File: src/rtl/htlp_pkg.sv
// ----------------------------------------------------------------------------
// htlp_pkg
// Shared constants, codes and controller/datapath types for the linear-probe
// hash table.
// ----------------------------------------------------------------------------
package htlp_pkg;

  // Slot count. It must be a power of two, because the home slot is taken
  // from the low key bits.
  localparam int TABLE_SIZE = 1024;
  localparam int ADDR_W     = $clog2(TABLE_SIZE);
  localparam int CNT_W      = ADDR_W + 1;
  localparam int HALF_SIZE  = TABLE_SIZE / 2;
  localparam int KEY_W      = 32;
  localparam int VAL_W      = 32;
  localparam int OP_W       = 2;
  localparam int SLOT_W     = KEY_W + VAL_W;

  localparam logic [OP_W-1:0] OP_LOOKUP = 2'd0;
  localparam logic [OP_W-1:0] OP_INSERT = 2'd1;
  localparam logic [OP_W-1:0] OP_CLEAR  = 2'd2;

  typedef enum logic [2:0] {
    ST_INIT,
    ST_IDLE,
    ST_CHECK,
    ST_WRITE,
    ST_WIPE,
    ST_RESP
  } htlp_state_t;

  typedef enum logic [1:0] {
    RES_ZERO,
    RES_HIT,
    RES_REFUSE
  } htlp_res_t;

  typedef struct packed {
    logic      load;      // capture the incoming item, start its probe
    logic      advance;   // step to the next slot
    logic      write;     // store key and value at the current slot
    logic      wipe;      // zero the current slot and step on
    logic      res_load;  // latch a result
    htlp_res_t res_sel;
    logic      out_load;  // move the result into the output register
  } htlp_cmd_t;

  typedef struct packed {
    logic [OP_W-1:0] in_op;
    logic [OP_W-1:0] op;
    logic            empty;
    logic            match;
    logic            exhausted;
    logic            full;
    logic            val_zero;
    logic            last_slot;
    logic            out_busy;
  } htlp_sts_t;

endpackage

File: src/rtl/htlp_ctrl.sv
// ----------------------------------------------------------------------------
// htlp_ctrl
// Sequencer for the hash table: clearing sweeps, probe loop, insert write and
// result hand-off.
// ----------------------------------------------------------------------------
module htlp_ctrl import htlp_pkg::*; (
  input  logic      clk,
  input  logic      rst_n,
  input  logic      in_valid,
  output logic      in_ready,
  input  htlp_sts_t sts,
  output htlp_cmd_t cmd
);

  htlp_state_t state_r, state_nxt;
  logic        accept;
  logic        is_insert;
  logic        fin;
  logic        do_write;
  htlp_res_t   sel;

  assign in_ready  = (state_r == ST_IDLE);
  assign accept    = in_valid && in_ready;
  assign is_insert = (sts.op == OP_INSERT);

  // Probe decision for the slot whose data is on the RAM output.
  always_comb begin
    fin      = 1'b0;
    do_write = 1'b0;
    sel      = RES_ZERO;
    if (sts.match) begin
      fin = 1'b1;
      sel = RES_HIT;
    end else if (sts.empty) begin
      fin = 1'b1;
      if (is_insert) begin
        if (sts.full) begin
          sel = RES_REFUSE;
        end else if (!sts.val_zero) begin
          do_write = 1'b1;
        end
      end
    end else if (sts.exhausted) begin
      fin = 1'b1;
      sel = is_insert ? RES_REFUSE : RES_ZERO;
    end
  end

  always_comb begin
    state_nxt = state_r;
    case (state_r)
      ST_INIT: begin
        if (sts.last_slot) state_nxt = ST_IDLE;
      end
      ST_IDLE: begin
        if (accept) begin
          if (sts.in_op == OP_CLEAR) begin
            state_nxt = ST_WIPE;
          end else if (sts.in_op inside {OP_LOOKUP, OP_INSERT}) begin
            state_nxt = ST_CHECK;
          end else begin
            state_nxt = ST_RESP;
          end
        end
      end
      ST_CHECK: begin
        if (fin) state_nxt = do_write ? ST_WRITE : ST_RESP;
      end
      ST_WRITE: state_nxt = ST_RESP;
      ST_WIPE: begin
        if (sts.last_slot) state_nxt = ST_RESP;
      end
      ST_RESP: begin
        if (!sts.out_busy) state_nxt = ST_IDLE;
      end
      default: state_nxt = ST_INIT;
    endcase
  end

  always_comb begin
    cmd = '{load: 1'b0, advance: 1'b0, write: 1'b0, wipe: 1'b0,
            res_load: 1'b0, res_sel: RES_ZERO, out_load: 1'b0};
    case (state_r)
      ST_INIT, ST_WIPE: cmd.wipe = 1'b1;
      ST_IDLE: begin
        cmd.load     = accept;
        cmd.res_load = accept;
      end
      ST_CHECK: begin
        cmd.advance  = !fin;
        cmd.res_load = fin;
        cmd.res_sel  = sel;
      end
      ST_WRITE: cmd.write = 1'b1;
      ST_RESP:  cmd.out_load = !sts.out_busy;
      default: ;
    endcase
  end

  always_ff @(posedge clk) begin
    if (!rst_n) begin
      state_r <= ST_INIT;
    end else begin
      state_r <= state_nxt;
    end
  end

endmodule

File: config.mk
export PLATFORM = sky130hd
export DESIGN_NAME = htlp_ctrl
export DESIGN_NICKNAME = d
export VERILOG_FILES = /design/src/rtl/htlp_pkg.sv /design/src/rtl/htlp_ctrl.sv
export SDC_FILE = /design/constraint.sdc
export NUM_CORES = 1
export LEC_CHECK = 0
export ABC_AREA = 1
export BUFFER_PORTS_ARGS = -buffer_cell sky130_fd_sc_hd__buf_2
export CORE_AREA = 2 2 39 41
export DETAILED_ROUTE_END_ITERATION = 12
export DIE_AREA = 0 0 41 43
export GPL_ROUTABILITY_DRIVEN = 0
export SLEW_MARGIN = 20
export SYNTH_ARGS = -nofsm -noshare
export SYNTH_HDL_FRONTEND = slang
export SYNTH_SLANG_ARGS = --single-unit
File: constraint.sdc
create_clock -name clk -period 2.41 [get_ports clk]
set_input_delay 0.1205 -clock clk [delete_from_list [all_inputs] [get_ports clk]]
set_output_delay 0.1205 -clock clk [all_outputs]
set_load 0.005 [all_outputs]
==> results.md, run 1 <==
- Status: completed
- Clock Path Buffers: 2
- Critical path capture point type: output port
- Core Area: 1380 µm²
- Reg-to-reg startpoint: state_r[2]
- Worst hold-check path type: in2reg
- Pins over their slew limit: 0
- Vias in the first global route: 429
- Setup-failing EPs final: 0
- Layout Nets: 109
- Synth Area in Compound Gates: 11.9%
- Crit path from: state_r[2]
- TritonCTS buffer count: 3
- GRT Total Usage: 13.2%
- Syn_area_per_cell: 5.26 µm²
- N_diodes: 0
- Post-synthesis xor/xnor area fraction: 0%
- Yosys warns: 0
- Most frequent cells in the layout: 22 x buf_2, 19 x nand2_1, 15 x nor2_1, 11 x inv_1, 4 x nand3_1
- Post-CTS Hold Fix Bufs: 0
- Reg-to-reg slack, setup: 1200 ps
- Cells after DPL: 106
- Post-CTS resize count: 0
- Die area: 1760 µm²
- DP HPWL: 771 µm
- Synthesized flop and latch total: 3
- Mapped Nets: 82
- Hold Path Sink: state_r[0]
- Most common cell after layout, fill and taps aside: buf_2
- Hold wc startpoint: rst_n
- Max Cap Violations: 0
- CTS tree: done
- Multiplexer share of the synthesized area: 0%
- Yosys cell types: 15
- Power Dens Cells: 478 nW/µm²
- Fill cells: 174
- Vias per std cell: 4.23
- DR WL/cell: 8.09 µm
- Setup TNS: 0 ps
- Die height: 43 µm
- Hold Path Cell Cnt: 3
- Arr. time, crit path: 1320 ps
- Effective utilization at floorplan: 25.9%
- RSZ-0062 raised after global routing: no
- Synthesis-to-finish area growth: 43.7%
- Die Wd: 41 µm
- Post-Syn Area: 358 µm²
- Synth Instances: 68
- Critical path type: reg2out
- Routed WL: 890 µm
- Share of the clock period used by the worst path after layout: 59.8%
- GR Overflow Total: 0
- Root buf cell: clkbuf_4
- Worst slew margin: 82.3%
- Final count of hold timing violations: 0
- RR Endpoint: state_r[1]
- DR iter-0 viols: 4
- Vias: 465
- Top reg by flops: state_r
- Iteration count of the initial detailed-routing pass: 4
- Clk_lat worst skew: 230 ps
- Crit path time final: 1440 ps
- Number of remaining DRC errors: 0
- Cell row count: 14
- IO buf count: 22
- Worst reg2reg path depth: 8
- Setup Fix Bufs, Post-CTS: 0
- Largest net degree at the start of global routing: 8
- Fraction of the mapped netlist area in simple logic gates: 57.7%
- Fmax: 694 MHz
- First-pass GRT wire length: 1.58 mm
- IR drop worst, VDD: 0.000149 V
- Largest regs: state_r (3)
- Crit-path max FO: 5
- Sequential share of the synthesized area: 16.8%
- Clock transition at path regs: 40 ps
- CP required: 2290 ps
- Share of cells above drive strength 1: 35.1%
- Post-route ant nets: 0
- Post-Synth Adder-Cell Area: 0%
- Max reg flops: 3
- Worst clock skew: 3.34 ps
- Total Power: 0.000246 W
- Initial antenna violation count: 0
- Tightest Pin Transition: 265 ps
- CTS Sinks: 3
- Leak Pwr: 0.307 nW
- Ports: 23
- Finished Layout Cells: 110
- Largest family of logic cells by synthesized area: simple AND/OR/NAND/NOR gates
- Htree depth: 1
- Element type at the critical path start: flop
## cells by family after synthesis
family / Yosys count
AOI/OAI and AO/OA: 6
buffers and inverters: 13
DFF: 3
and+or+nand+nor: 46
## report_power, final
| part | total, W | internal [W] | switching (W) |
|---|---|---|---|
| combinational | 0.0000943 | 0.0000408 | 0.0000535 |
| sequential | 0.0000654 | 0.0000555 | 0.00000986 |
| clock | 0.0000862 | 0.0000619 | 0.0000243 |
| total | 0.000246 | 0.000158 | 0.0000876 |
## cells in the mapped netlist
master	number	area share, %
nand3_4	1	4.9
nand4_1	1	1.7
o21ai_0	1	1.4
a21oi_1	3	4.2
nor2_1	15	16
nor3_1	2	2.8
nand3_1	4	5.6
nor2_2	3	5.2
o21ai_4	1	4.5
nand2_2	1	1.7
o22ai_1	1	1.7
inv_1	11	12
nand2_1	19	20
inv_2	2	2.1
dfxtp_1	3	17
## cell type report
cell class                 instances  area (µm²)  share of cell area [%]
clock buffer                       4        26.3                    5.11
inverter                          13        48.8                    9.49
sequential                         3        60.1                    11.7
tap                               16        20.0                    3.89
timing repair buffer              22         110                    21.4
multi-input combinational         52         249                    48.4
## worst max-delay path by stage
stage | endpoint | slack, ps
2_1_floorplan | state_r[2] | 1360
3_3_place_gp | state_r[1] | 1200
3_5_place_dp | cmd[2] | 1190
4_1_cts | cmd[2] | 940
5_1_grt | cmd[2] | 870
6_report | cmd[2] | 970
## layer usage
metal	part of all wire, %	GRT usage (%)	vias to the layer above
met5	0	0	-
li1	-	-	262
met4	0	6.00	0
met1	46	15.7	194
met2	50	20.3	9
met3	4.2	4.71	0
## per-stage QoR
stage	util, %	setup WS, ps	instance area, µm²	hold slack (ps)
5_1_grt	37.2	871	514	154
3_5_place_dp	35.3	1190	488	375
6_report	37.2	970	514	137
4_1_cts	37.2	942	514	134
3_3_place_gp	35.3	1200	488	377
2_1_floorplan	-	1360	358	271
## worst max-delay path: stages, from the launching register on
cell and delay, ps:
dfxtp_1 350, inv_2 130, nand2_2 50, nor2_1 210, nand2_1 80, nor3_1 130
buf_2 140
Power figures use the tool's default switching activity.
==> run 2: changes to the inputs <==
==> constraint.sdc (replaced) <==
create_clock -name clk -period 1.3 [get_ports clk]
set_input_delay 0.065 -clock clk [delete_from_list [all_inputs] [get_ports clk]]
set_output_delay 0.065 -clock clk [all_outputs]
set_load 0.005 [all_outputs]
==> run 2 against run 1 <==
Against the previous run: clock skew grew 1.6 ps; global-route usage increased by 0.11 points; combinational power increased by 120%; sequential cell count unchanged; critical path depth unchanged; sequential share of layout area fell by 0.081 points; via count up 4.3%; sequential power grew 90%; first-iteration DRC count grew to 2.8 times the previous value; count of clock-buffer cells in the layout unchanged; worst hold slack worse by 55 ps; wire length is 12% higher.
==> results.md, run 2 (synthesis results as in run 1) <==
- Pins over their slew limit: 0 (unchanged)
- Largest regs: state_r (3) (unchanged)
- Vias per std cell: 4.29 (was 4.23)
- Total Power: 0.000495 W (was 0.000246 W)
- Finished Layout Cells: 113 (was 110)
- Worst hold-check path type: in2reg (unchanged)
- Most common cell after layout, fill and taps aside: buf_2 (unchanged)
- Crit-path max FO: 5 (unchanged)
- Logic pwr share: 42.1% (was 38.3%)
- Critical path type: reg2out (unchanged)
- Arr. time, crit path: 1210 ps (was 1320 ps)
- GRT Total Usage: 13.4% (was 13.2%)
- Share of the clock period used by the worst path after layout: 98.2%
- Max Cap Violations: 0 (unchanged)
- Setup TNS: 0 ps (unchanged)
- DR WL/cell: 8.81 µm (was 8.09 µm)
- IR drop worst, VDD: 0.000354 V (was 0.000149 V)
- Initial antenna violation count: 0 (unchanged)
- Largest net degree at the start of global routing: 8 (unchanged)
- Iteration count of the initial detailed-routing pass: 4 (unchanged)
- GR Overflow Total: 0 (unchanged)
- Post-CTS Hold Fix Bufs: 0 (unchanged)
- Die area: 1760 µm² (unchanged)
- Die height: 43 µm (unchanged)
- Status: completed (unchanged)
- Htree depth: 1 (unchanged)
- Die Wd: 41 µm (unchanged)
- CTS Sinks: 3 (unchanged)
- TritonCTS buffer count: 3 (unchanged)
- Number of remaining DRC errors: 0 (unchanged)
- Most frequent cells in the layout: 22 x buf_2, 18 x nand2_1, 14 x nor2_1, 11 x inv_1, 4 x nand3_1 (was 22 x buf_2, 19 x nand2_1, 15 x nor2_1, 11 x inv_1, 4 x nand3_1)
- Routed WL: 996 µm (was 890 µm)
- Tightest Pin Transition: 217 ps (was 265 ps)
- Fmax: 784 MHz
- Final count of hold timing violations: 0 (unchanged)
- Critical path capture point type: output port (unchanged)
- CP required: 1240 ps (was 2290 ps)
- DR iter-0 viols: 11 (was 4)
- Vias in the first global route: 454 (was 429)
- Worst reg2reg path depth: 7 (was 8)
- Clock transition at path regs: 40 ps (about the same)
- Clock Power Share: 33.0% (was 35.1%)
- Element type at the critical path start: flop (unchanged)
- RSZ-0062 raised after global routing: yes (was no)
- N_diodes: 0 (unchanged)
- DP HPWL: 769 µm (was 771 µm)
- CTS tree: done (unchanged)
- Setup-failing EPs final: 0 (unchanged)
- First-pass GRT wire length: 1.59 mm (was 1.58 mm)
- Share of cells above drive strength 1: 44.3% (was 35.1%)
- Post-route ant nets: 0 (unchanged)
- Ports: 23 (unchanged)
- Clock Path Buffers: 2 (unchanged)
- Worst slew margin: 85.4% (was 82.3%)
- Clk_lat worst skew: 230 ps (about the same)
- Final worst setup slack: 23.9 ps (was 970 ps)
- Layout Nets: 112 (was 109)
- Hold Slack: 82.1 ps (was 137 ps)
- Net Switching: 0.000180 W (was 0.0000876 W)
- Leak Pwr: 0.328 nW (was 0.307 nW)
- Internal power: 0.000315 W (was 0.000158 W)
- Power Dens Cells: 866 nW/µm² (was 478 nW/µm²)
- Pre-CTS setup slack: 112 ps (was 1190 ps)
- Hold Path Cell Cnt: 3 (unchanged)
- Max reg flops: 3 (unchanged)
- Vias: 485 (was 465)
- Cell row count: 14 (unchanged)
- Cells after DPL: 107 (was 106)
- Effective utilization at floorplan: 25.9% (unchanged)
- Sw Share: 36.4% (was 35.6%)
- Worst clock skew: 4.96 ps (was 3.34 ps)
- Synthesis-to-finish area growth: 59.8% (was 43.7%)
- Sequential share of power: 25.0% (was 26.6%)
- Core Area: 1380 µm² (unchanged)
- Top reg by flops: state_r (unchanged)
- IO buf count: 22 (unchanged)
- Crit path time final: 1280 ps
- Root buf cell: clkbuf_4 (unchanged)
[run 2: cell types whose count changed in the layout (fill, tap and decap cells not counted), sizes merged]
cell	change
buf	+3
[run 2: routing by layer]
layer / GRT usage (%) / wire length, µm / vias to the layer above
met4: 8.00 / 0 / 0
met5: 0 / 0 / -
met1: 15.1 / 435 / 210
met2: 20.3 / 530 / 7
li1: - / - / 268
met3: 4.71 / 30 / 0
[run 2: power groups by stage]
stage	logic (W)	registers, W	clock network [W]
after floorplan	0.000118	0.000119	0
after global placement	0.000187	0.000118	0
after detailed placement	0.000186	0.000118	0
after CTS	0.000188	0.000119	0.000172
after global routing	0.000234	0.000125	0.000183
final	0.000208	0.000124	0.000163
[run 2: worst max-delay path, cell delays in order, from the launching register on]
cell and delay [ps]:
dfxtp_4 350, inv_4 80, nand2_4 50, nor2_4 140, nand2_2 60, nor3_2 150
buf_2 140
[run 2: worst paths after layout]
kind / start / to / slack (ps)
setup / recovery: state_r[2] / cmd[2] / 20
setup reg to reg: state_r[2] / state_r[1] / 170
hold / removal: rst_n / state_r[0] / 80
hold reg to reg: state_r[2] / state_r[2] / 630
[run 2: cell type report]
class / count / area (µm²)
Fill cell: 157 / 812
Multi-Input combinational cell: 52 / 275
Timing Repair Buffer: 25 / 133
Sequential cell: 3 / 66.3
Inverter: 13 / 51.3
Clock buffer: 4 / 26.3
Tap cell: 16 / 20.0
[run 2: stage by stage]
| step | area, µm² | utilization, % |
|---|---|---|
| 6_report | 572 | 41.3 |
| 2_1_floorplan | 358 | - |
| 5_1_grt | 572 | 41.3 |
| 4_1_cts | 529 | 38.2 |
| 3_5_place_dp | 495 | 35.8 |
| 3_3_place_gp | 495 | 35.8 |
[run 2: repair_timing]
item | in CTS | in global routing
resized for setup | 2 | 9
setup buffers | 0 | 2
setup endpoints to repair | 1 | 2
pin swaps | 0 | 2
